===== config.mk =====
export PLATFORM = sky130hd
export DESIGN_NAME = fcfs_ready_list_scheduler_top
export DESIGN_NICKNAME = d
export VERILOG_FILES = /design/src/sv/frls_pkg.sv /design/src/sv/fcfs_ready_list_scheduler_top.sv /design/src/sv/frls_links.sv /design/src/sv/frls_update.sv
export SDC_FILE = /design/constraint.sdc
export NUM_CORES = 1
export LEC_CHECK = 0
export ABC_AREA = 1
export BUFFER_PORTS_ARGS = -buffer_cell sky130_fd_sc_hd__buf_4
export CAP_MARGIN = 20
export CORE_UTILIZATION = 54
export DETAILED_ROUTE_END_ITERATION = 7
export HOLD_SLACK_MARGIN = 0.02
export PLACE_DENSITY = 0.68
export SYNTH_ARGS = -nofsm -noshare
export SYNTH_HDL_FRONTEND = slang
export SYNTH_SLANG_ARGS = --single-unit

===== constraint.sdc =====
create_clock -name clk -period 5.35 [get_ports clk]
set_input_delay 1.07 -clock clk [delete_from_list [all_inputs] [get_ports clk]]
set_output_delay 1.07 -clock clk [all_outputs]
set_load 0.02 [all_outputs]

===== src/sv/frls_pkg.sv =====
// shared types and codes for the ready-list scheduler
`timescale 1ns / 1ps

package frls_pkg;

  localparam int IDLE_SLOT = 0;
  localparam int TID_W     = 4;

  typedef enum logic [1:0] {
    KIND_RESUME  = 2'd0,
    KIND_SUSPEND = 2'd1,
    KIND_ADVANCE = 2'd2
  } kind_t;

  typedef enum logic [1:0] {
    ST_OK     = 2'd0,
    ST_SAME   = 2'd1,
    ST_REJECT = 2'd2
  } status_t;

  typedef struct packed {
    logic [1:0]       kind;
    logic [TID_W-1:0] thread_id;
  } in_item_t;

  typedef struct packed {
    logic [1:0]       status;
    logic [TID_W-1:0] running_thread;
  } out_item_t;

endpackage


===== src/sv/fcfs_ready_list_scheduler_top.sv =====
// ready-list scheduler top: input register, link update and result register
//
//   channel | direction | handshake          | payload
//   in      | input     | in_valid/in_stall  | in_data: kind, thread_id
//   out     | output    | out_valid/out_stall| out_data: status, running_thread
//
// one transaction per cycle unless stalled, via the input and result registers
// the link tables in flops are read and written once per item in one pass
// synchronous active-low reset clears both valid flags, the current thread
// and all links to the idle slot
// a stalled result holds the input register, which then stalls the input side
`timescale 1ns / 1ps

module fcfs_ready_list_scheduler_top #(
  parameter int THREAD_SLOTS = 16
) (
  input  logic                clk,
  input  logic                rst_n,
  input  logic                in_valid,
  output logic                in_stall,
  input  frls_pkg::in_item_t  in_data,
  output logic                out_valid,
  input  logic                out_stall,
  output frls_pkg::out_item_t out_data
);
  import frls_pkg::*;

  localparam int LW = $clog2(THREAD_SLOTS);
  localparam logic [LW-1:0] IDLE = LW'(IDLE_SLOT);

  logic                  s1_vld_r, s1_vld_nxt;
  in_item_t              s1_item_r;
  logic                  out_vld_r, out_vld_nxt;
  out_item_t             out_item_r, out_item_nxt;
  logic [LW-1:0]         cur_r;
  logic                  s1_go;
  logic                  in_take;
  logic [4*(2*LW+1)-1:0] upd;
  logic [LW-1:0]         next0, prev0, next_t, prev_t, next_cur, rd_t;
  status_t               status;
  logic                  cur_we;
  logic [LW-1:0]         cur_nxt;
  logic [LW-1:0]         run_sel;
  logic [LW+TID_W-1:0]   run_ext;

  assign s1_go       = s1_vld_r && (!out_vld_r || !out_stall);
  assign in_stall    = s1_vld_r && !s1_go;
  assign in_take     = in_valid && !in_stall;
  assign s1_vld_nxt  = in_take || (s1_vld_r && !s1_go);
  assign out_vld_nxt = s1_go || (out_vld_r && out_stall);

  frls_update #(.THREAD_SLOTS(THREAD_SLOTS), .LW(LW)) u_update (
    .go       (s1_go),
    .item     (s1_item_r),
    .next0    (next0),
    .prev0    (prev0),
    .next_t   (next_t),
    .prev_t   (prev_t),
    .next_cur (next_cur),
    .rd_t     (rd_t),
    .upd      (upd),
    .status   (status),
    .cur_we   (cur_we),
    .cur_nxt  (cur_nxt)
  );

  frls_links #(.THREAD_SLOTS(THREAD_SLOTS), .LW(LW)) u_links (
    .clk      (clk),
    .rst_n    (rst_n),
    .upd      (upd),
    .rd_t     (rd_t),
    .rd_cur   (cur_r),
    .next0    (next0),
    .prev0    (prev0),
    .next_t   (next_t),
    .prev_t   (prev_t),
    .next_cur (next_cur)
  );

  assign run_sel = cur_we ? cur_nxt : cur_r;
  assign run_ext = {{TID_W{1'b0}}, run_sel};
  assign out_item_nxt = '{status: status, running_thread: run_ext[TID_W-1:0]};

  always_ff @(posedge clk) begin
    if (!rst_n) begin
      s1_vld_r  <= 1'b0;
      out_vld_r <= 1'b0;
      cur_r     <= IDLE;
    end else begin
      s1_vld_r  <= s1_vld_nxt;
      out_vld_r <= out_vld_nxt;
      if (cur_we) begin
        cur_r <= cur_nxt;
      end
    end
  end

  always_ff @(posedge clk) begin
    if (in_take) begin
      s1_item_r <= in_data;
    end
    if (s1_go) begin
      out_item_r <= out_item_nxt;
    end
  end

  assign out_valid = out_vld_r;
  assign out_data  = out_item_r;

  a_go_fills_out: assert property (@(posedge clk) disable iff (!rst_n)
    s1_go |=> out_vld_r)
    else $error("processed transaction did not reach result register");

  a_stall_needs_item: assert property (@(posedge clk) disable iff (!rst_n)
    in_stall |-> (s1_vld_r && out_vld_r && out_stall))
    else $error("input stalled without a blocked transaction");

  a_cur_only_on_advance: assert property (@(posedge clk) disable iff (!rst_n)
    cur_we |-> (s1_go && s1_item_r.kind == KIND_ADVANCE))
    else $error("running thread changed outside advance");

  a_advance_follows_link: assert property (@(posedge clk) disable iff (!rst_n)
    cur_we |=> cur_r == $past(next_cur))
    else $error("advance did not follow the next link");

  a_reject_keeps_cur: assert property (@(posedge clk) disable iff (!rst_n)
    (s1_go && status == ST_REJECT) |=> cur_r == $past(cur_r))
    else $error("rejected transaction moved the running thread");

endmodule


===== src/sv/frls_links.sv =====
// next and prev link tables in flops with two ordered write ports each
`timescale 1ns / 1ps

module frls_links #(
  parameter int THREAD_SLOTS = 16,
  parameter int LW = $clog2(THREAD_SLOTS)
) (
  input  logic          clk,
  input  logic          rst_n,
  input  logic [4*(2*LW+1)-1:0] upd,
  input  logic [LW-1:0] rd_t,
  input  logic [LW-1:0] rd_cur,
  output logic [LW-1:0] next0,
  output logic [LW-1:0] prev0,
  output logic [LW-1:0] next_t,
  output logic [LW-1:0] prev_t,
  output logic [LW-1:0] next_cur
);
  import frls_pkg::*;

  typedef struct packed {
    logic          we;
    logic [LW-1:0] wa;
    logic [LW-1:0] wd;
  } link_wr_t;

  typedef struct packed {
    link_wr_t nxt_a;
    link_wr_t nxt_b;
    link_wr_t prv_a;
    link_wr_t prv_b;
  } link_upd_t;

  localparam logic [LW-1:0] IDLE = LW'(IDLE_SLOT);

  link_upd_t     wr;
  logic [LW-1:0] next_r   [THREAD_SLOTS];
  logic [LW-1:0] prev_r   [THREAD_SLOTS];
  logic [LW-1:0] next_nxt [THREAD_SLOTS];
  logic [LW-1:0] prev_nxt [THREAD_SLOTS];

  assign wr = upd;

  always_comb begin
    for (int i = 0; i < THREAD_SLOTS; i++) begin
      next_nxt[i] = next_r[i];
      if (wr.nxt_a.we && wr.nxt_a.wa == LW'(i)) next_nxt[i] = wr.nxt_a.wd;
      if (wr.nxt_b.we && wr.nxt_b.wa == LW'(i)) next_nxt[i] = wr.nxt_b.wd;
      prev_nxt[i] = prev_r[i];
      if (wr.prv_a.we && wr.prv_a.wa == LW'(i)) prev_nxt[i] = wr.prv_a.wd;
      if (wr.prv_b.we && wr.prv_b.wa == LW'(i)) prev_nxt[i] = wr.prv_b.wd;
    end
  end

  always_ff @(posedge clk) begin
    if (!rst_n) begin
      for (int i = 0; i < THREAD_SLOTS; i++) begin
        next_r[i] <= IDLE;
        prev_r[i] <= IDLE;
      end
    end else begin
      for (int i = 0; i < THREAD_SLOTS; i++) begin
        next_r[i] <= next_nxt[i];
        prev_r[i] <= prev_nxt[i];
      end
    end
  end

  assign next0    = next_r[IDLE];
  assign prev0    = prev_r[IDLE];
  assign next_t   = (32'(rd_t) < THREAD_SLOTS) ? next_r[rd_t] : IDLE;
  assign prev_t   = (32'(rd_t) < THREAD_SLOTS) ? prev_r[rd_t] : IDLE;
  assign next_cur = (32'(rd_cur) < THREAD_SLOTS) ? next_r[rd_cur] : IDLE;

endmodule


===== src/sv/frls_update.sv =====
// resume, suspend and advance decode into link writes and status
`timescale 1ns / 1ps

module frls_update #(
  parameter int THREAD_SLOTS = 16,
  parameter int LW = $clog2(THREAD_SLOTS)
) (
  input  logic                 go,
  input  frls_pkg::in_item_t   item,
  input  logic [LW-1:0]        next0,
  input  logic [LW-1:0]        prev0,
  input  logic [LW-1:0]        next_t,
  input  logic [LW-1:0]        prev_t,
  input  logic [LW-1:0]        next_cur,
  output logic [LW-1:0]        rd_t,
  output logic [4*(2*LW+1)-1:0] upd,
  output frls_pkg::status_t    status,
  output logic                 cur_we,
  output logic [LW-1:0]        cur_nxt
);
  import frls_pkg::*;

  typedef struct packed {
    logic          we;
    logic [LW-1:0] wa;
    logic [LW-1:0] wd;
  } link_wr_t;

  typedef struct packed {
    link_wr_t nxt_a;
    link_wr_t nxt_b;
    link_wr_t prv_a;
    link_wr_t prv_b;
  } link_upd_t;

  localparam logic [LW-1:0] IDLE = LW'(IDLE_SLOT);

  link_upd_t         wr;
  logic [LW+TID_W-1:0] tid_ext;
  logic [LW-1:0]     t;
  logic              tid_ok;
  logic              ready_t;
  logic              empty;
  kind_t             kind;

  assign tid_ext = {{LW{1'b0}}, item.thread_id};
  assign t       = tid_ext[LW-1:0];
  assign rd_t    = t;
  assign tid_ok  = (32'(item.thread_id) != IDLE_SLOT) &&
                   (32'(item.thread_id) < THREAD_SLOTS);
  assign ready_t = next_t != IDLE;
  assign empty   = next0 == IDLE;
  assign kind    = kind_t'(item.kind);
  assign cur_nxt = next_cur;
  assign upd     = wr;

  always_comb begin
    wr     = '0;
    status = ST_OK;
    cur_we = 1'b0;
    unique case (kind)
      KIND_RESUME: begin
        if (!tid_ok) begin
          status = ST_REJECT;
        end else if (ready_t) begin
          status = ST_SAME;
        end else begin
          // append at tail
          wr.nxt_a = '{we: go, wa: empty ? IDLE : prev0, wd: t};
          wr.nxt_b = '{we: go, wa: t,
                       wd: (empty || prev0 == IDLE) ? t : next0};
          wr.prv_a = '{we: go, wa: t, wd: prev0};
          wr.prv_b = '{we: go, wa: IDLE, wd: t};
        end
      end
      KIND_SUSPEND: begin
        if (!tid_ok) begin
          status = ST_REJECT;
        end else if (!ready_t) begin
          status = ST_SAME;
        end else begin
          priority if (next0 == t && prev0 == t) begin
            wr.nxt_a = '{we: go, wa: IDLE, wd: IDLE};
            wr.prv_a = '{we: go, wa: IDLE, wd: IDLE};
          end else if (next0 == t) begin
            wr.nxt_a = '{we: go, wa: IDLE, wd: next_t};
            wr.prv_a = '{we: go, wa: next_t, wd: prev0};
          end else if (prev0 == t) begin
            wr.nxt_a = '{we: go, wa: prev_t, wd: next0};
            wr.prv_a = '{we: go, wa: IDLE, wd: prev_t};
          end else begin
            wr.nxt_a = '{we: go, wa: prev_t, wd: next_t};
            wr.prv_a = '{we: go, wa: next_t, wd: prev_t};
          end
          // unlinked slot points back at idle
          wr.nxt_b = '{we: go, wa: t, wd: IDLE};
          wr.prv_b = '{we: go, wa: t, wd: IDLE};
        end
      end
      KIND_ADVANCE: begin
        cur_we = go;
      end
      default: begin
      end
    endcase
  end

endmodule


== Yosys cells after proc, flatten, opt, wreduce, memory -nomap -nowiden ==
Memory sizes are Yosys's and may differ from the RTL's. A register that Yosys moved wholly into a read port is not among the register bits.
Index checks and enable logic that the tools add are counted.

* Eq/ne operators: 96
* Muxes and demuxes: 121
* Bitwise operators: 32
* Reduce and logical (&&, ||, !) cells: 118

{| class="wikitable"
|+ Operators with widths
! cell !! number
|-
| two-way mux 4 bit || 103
|-
| two-way mux 36 bit || 4
|-
| equality test 4 bit, second input constant || 32
|-
| one-hot mux 36 bit (2 select lines) || 1
|-
| logical AND 1 bit || 69
|-
| equality test 4 x 3 -> 1 bit, second input constant || 16
|-
| != test 2 bit, second input constant || 32
|-
| AND reduction 2 bit || 32
|-
| two-way mux 8 bit || 5
|-
| equality test 4 x 2 -> 1 bit, second input constant || 8
|-
| OR 1 bit || 32
|-
| zero test 4 bit || 6
|-
| equality test 4 x 1 -> 1 bit, second input constant || 4
|-
| equality test 4 bit || 2
|-
| nonzero test 4 bit || 2
|-
| two-way mux 1 bit || 5
|-
| zero test 1 bit || 4
|-
| logical OR 1 bit || 4
|-
| two-way mux 2 bit || 2
|-
| one-hot mux 2 bit (2 select lines) || 1
|-
| equality test 2 x 1 -> 1 bit, second input constant || 1
|-
| equality test 2 bit, second input constant || 1
|-
| zero test 2 bit || 1
|}

* Register bits: 18
* Memory bits (writable): 128
* Input port bits: 10
* Output and inout bits: 8
* Logic and storage cells: 376
* Memories: 2

{| class="wikitable"
|+ Memories
! memory !! words !! bits a word !! rd ports !! clocked after memory_dff !! write ports !! RTL line !! RTL
|-
| u_links.next_r || 16 || 4 || 3 || 2 || 16 || frls_links.sv:37 || <nowiki>logic [LW-1:0] next_r [THREAD_SLOTS];</nowiki>
|-
| u_links.prev_r || 16 || 4 || 2 || 1 || 16 || frls_links.sv:38 || <nowiki>logic [LW-1:0] prev_r [THREAD_SLOTS];</nowiki>
|}

== Depth between registers and ports, before layout ==
An unclocked memory read counts as a cell.

* Depth after elaboration: 13
* Depth in mapped cells: 20
* Mapped depth without buffers: 18

== Cells and area by module ==
A second synthesis with hierarchy kept.

* Cells, all modules: 1455
* Area total of the unflattened synthesis: 10177.3 um2

{| class="wikitable"
|+ By module, submodules not included
! module !! times used !! cells an instance !! area an instance (um2) !! sequential area each (um2)
|-
| frls_links || 1 || 1243 || 8734.6 || 3763.6
|-
| frls_update || 1 || 166 || 847.1 || 0.0
|-
| fcfs_ready_list_scheduler_top || 1 || 46 || 595.6 || 480.5
|}

== Least setup slack after synthesis ==
No wires, ideal clock.

* Kind: input port to flip-flop
* Start: in out_stall
* End: mem u_links.next_r[14][0] (netlist bit), enable pin
* Library setup time: 0.373 ns
* Data arrival time: 2.585 ns
* Data required time: 4.977 ns
* Setup slack: 2.392 ns
* Stages on the path: 8
* Path buffers: 1
* Path through: nand2_1 inv_1 nor2_1 nand2_1 inv_2 buf_2 nand3_1 o31ai_1

{| class="wikitable"
|+ RTL lines
! item !! RTL line !! RTL
|-
| start: declaration || fcfs_ready_list_scheduler_top.sv:23 || <nowiki>input logic out_stall,</nowiki>
|-
| end: declaration || frls_links.sv:37 ||
|}

==> impl_metrics.toml <==
[clock_network]
cts_tree = "done"
hold_bufs_at_cts = 0
post_cts_resize_count = 0
cts.clk_slew.worst_paths_ns = 0.07
cts.htree.levels = 4
clk_root_buffer_cell = "clkbuf_16"
cts-buffers-inserted = 17
clkSinkCount = 150
cts_setup_buffers = 0
cts_max_path_buffers = 2
clock_latency_ns = 0.44

[setup_path]
arrival_ns = 4.45
path_cells = "buf_4 -> nor2_1 -> nor2_1 -> o21ai_1 -> nand3_1 -> nand3_1 -> nand2_2 -> nor2_4 -> nand2_1 -> buf_4 -> nand2_1 -> nand2_1 -> nand2_1 -> inv_2 -> buf_4 -> nand3_1 -> o211ai_1"
worstRegToRegCells = 17
cp_max_fo = 75
r2r-end = "u_links.next_r[15][3]"
timing.critical_path.to_type = "flop"
path_buf_inv = 4
cp_data_required_time_ns = 5.45
critPathKind = "flop to flop"
setup.worst_path.start_class = "flop"
kind_of_cell_with_the_highest_combined_delay_on_the_critical_path = "buffers and inverters"
timing.critical_path.slowest_stage_cell = "buf_4"
crit_path_max_incr_delay_ns = 0.58
timing.critical_path.mode_cell = "nand2_1"
r2r_setup_slack_ns = 1.0

[finish]
finalNetCount = 1361
final_layout_size_suffix_gt1_frac = 0.09831
antenna-diode-count = 0
end_of_flow_core_utilization = 0.5950
fin_cells = 1592
num-fill-cells = 1654
area.growth.synth_to_final_pct = 7.973

[min_path]
startpoint_of_the_lowest_slack_hold_path = "s1_vld_r"
timing.hold.worst_endpoint = "out_valid"
worstHoldPathCells = 2
hp-class = "flop to flop"

[flow_run]
maxCapViolCount = 0

[die]
starting_density_of_the_core = 0.5511
floorplan.die.height_um = 137.6
core_region_area_mm2 = 0.01802
design.portCount = 18
die_x_um = 137.6
rows = 49
design.die.area_mm2 = 0.01894

[timing]
final_hold_violation_count = 0
min_period_ns = 4.351
max_slew.worst_pin.slew_ns = 0.9409
setup_viol = 0
maxSlewViolCount = 0
maxClockFrequency_mhz = 229.8
final.period_utilization = 0.8133
grt_setup_unrepaired = "false"
setup-tns-final_ns = 0
worst_clock_skew_ns = 0.01309
slew-limit-headroom = 0.3674

[global_routing]
grt-ovfl-total = 0
grtUsageTotal = 0.3418
grt_antenna_before_repair = 0
grt_first_pass_wirelength_mm = 47.52
grt_max_degree = 76
grt_pass1_vias = 8397

[yosys]
synth.ff_latch_count = 150
netlist_instances = 1365
synth_top_flop_cell = "edfxtp_1"
synth_nets = 1375
postSynth.asyncResetShare = 0
synth_area_per_cell_um2 = 7.277
synth_cell_type_count = 48
yosysSeqAreaShare = 0.4353
count_of_flip_flops_with_a_built_in_enable_after_synthesis = 132
yosysWarnings = 0
netlist_area_mm2 = 0.009933

[power_and_ir_drop]
static-leakage-power_uw = 0.004247
netSwitchingFraction = 0.3002
p_clk_frac = 0.391
seq_power_share = 0.443
powerDensity_mw_per_mm2 = 287.6
worst_ir_drop_vdd_mv = 0.2445
switching_power_uw = 926.0
internal_power_uw = 2159
pwr-share-comb = 0.166

[routing]
drcViolationCount = 0
initialDrtViolationCount = 1099
ant_nets = 0
wl_per_cell_um = 19.37
vias_per_cell = 5.878
routed_wl_mm = 30.84
first_pass_iters = 6
routed-via-count = 9358

[outcome]
status = "complete, no violations"

[placement]
routabilityCongestion = 0.9505
hpwlAfterDp_mm = 21.50
port_buffers = 17
placed_cells_incl_taps = 1561
-- per-layer routing --
metal  global-route usage  share of wire
met1               0.4930           0.43
met2               0.4930           0.43
met3              0.08499           0.12
met4               0.1184          0.022
met5                    0              0
-- cells by family (layout without fill, tap and decap cells) --
logic type      after synthesis  after routing  synth area share
simple gates                816            816            0.3703
buf+inv                     210            208           0.08805
compound gates              185            185            0.1028
xor+xnor                      4              4          0.003527
flops                       150            150            0.4353
-- flip-flops by register name (all words and copies together), names as in the netlist, named ones only --
register / count
s1_vld_r: 1
s1_item_r: 6
out_valid: 1
u_links.next_r: 64
cur_r: 4
u_links.prev_r: 64
out_data: 6
-- how the worst max path moves through the flow --
| stage | end | slack [ns] | depth (start not counted) |
|---|---|---|---|
| after floorplan | u_links.next_r[14][0] | 2.39 | 8 |
| after global placement | u_links.next_r[15][0] | 1.25 | 9 |
| after detailed placement | u_links.next_r[15][3] | 1.08 | 9 |
| after CTS | u_links.next_r[15][3] | 1.15 | 17 |
| after global routing | u_links.next_r[15][3] | 0.61 | 17 |
| final | u_links.next_r[15][3] | 1.0 | 17 |
-- layout by cell type, fill, tap and decap left out, drive strengths merged, types with 11 or more instances in the layout --
| master | count |
|---|---|
| nand2 | 364 |
| nor2 | 224 |
| inv | 139 |
| edfxtp | 132 |
| nand3 | 129 |
| o21ai | 97 |
| a21oi | 57 |
| nand4 | 41 |
| nor3 | 39 |
| buf | 34 |
| dfxtp | 18 |
| clkbuf | 18 |
| or2 | 11 |
| clkinv | 11 |
-- stage by stage --
stage               setup slack [ns]  power (µW)  instance area (µm²)  hold WS [ns]
finish                        0.9991        3085                10730        0.5176
floorplan                      2.392        1748                 9933        0.4721
CTS                            1.149        3068                10730        0.5201
global placement               1.246        1883                10150        0.5061
detailed placement             1.081        1888                10150        0.5116
global route                  0.6059        3179                10730        0.5506
-- cell usage after synthesis, types with 2 or more instances --
| library cell | instances | share of area |
|---|---|---|
| a211oi_1 | 5 | 0.0038 |
| a21oi_1 | 57 | 0.029 |
| and2_1 | 2 | 0.0013 |
| buf_1 | 11 | 0.0042 |
| buf_2 | 17 | 0.0086 |
| buf_4 | 8 | 0.0060 |
| buf_6 | 4 | 0.0045 |
| clkbuf_1 | 27 | 0.010 |
| clkinv_1 | 6 | 0.0023 |
| clkinv_2 | 2 | 0.0010 |
| dfxtp_1 | 18 | 0.036 |
| edfxtp_1 | 132 | 0.40 |
| inv_1 | 122 | 0.046 |
| inv_2 | 12 | 0.0045 |
| nand2_1 | 344 | 0.13 |
| nand2_2 | 16 | 0.010 |
| nand2_4 | 4 | 0.0045 |
| nand3_1 | 116 | 0.058 |
| nand3_2 | 12 | 0.012 |
| nand3b_1 | 4 | 0.0030 |
| nand4_1 | 41 | 0.026 |
| nor2_1 | 210 | 0.079 |
| nor2_2 | 4 | 0.0025 |
| nor2_4 | 10 | 0.011 |
| nor3_1 | 37 | 0.019 |
| o211ai_1 | 9 | 0.0068 |
| o21ai_0 | 73 | 0.037 |
| o21ai_1 | 21 | 0.011 |
| o21ai_2 | 3 | 0.0026 |
| o21bai_1 | 2 | 0.0015 |
| o31ai_1 | 7 | 0.0053 |
| or2_0 | 2 | 0.0013 |
| or2_1 | 9 | 0.0057 |
| xor2_1 | 4 | 0.0035 |
-- power groups by stage --
stage	Sequential [µW]	Combinational, µW	Clock, µW
after floorplan	1370	379	0
after global placement	1390	495	0
after detailed placement	1390	499	0
after CTS	1360	501	1200
after global routing	1370	566	1240
final	1370	513	1210
-- worst reg2reg max path: stages (launching register included) --
cell and delay [ns]:
dfxtp_2 0.33, buf_4 0.58, nor2_1 0.16, nor2_1 0.10, o21ai_1 0.08, nand3_1 0.11, nand3_1 0.13, nand2_2 0.16
nor2_4 0.06, nand2_1 0.06, buf_4 0.19, nand2_1 0.18, nand2_1 0.10, nand2_1 0.29, inv_2 0.35, buf_4 0.52
nand3_1 0.32, o211ai_1 0.29
-- layout make-up --
| type | instances | area [µm²] | share of cell area |
|---|---|---|---|
| clock buffers | 18 | 429.2 | 0.04001 |
| clock inverters | 13 | 150.1 | 0.01400 |
| inverters | 143 | 541.8 | 0.05051 |
| multi-input cells | 1005 | 4737 | 0.4417 |
| flip-flops and latches | 150 | 4325 | 0.4033 |
| well taps | 229 | 286.5 | 0.02671 |
| repair buffers | 34 | 255.2 | 0.02380 |
No activity file was read; power rests on OpenSTA's default activity.
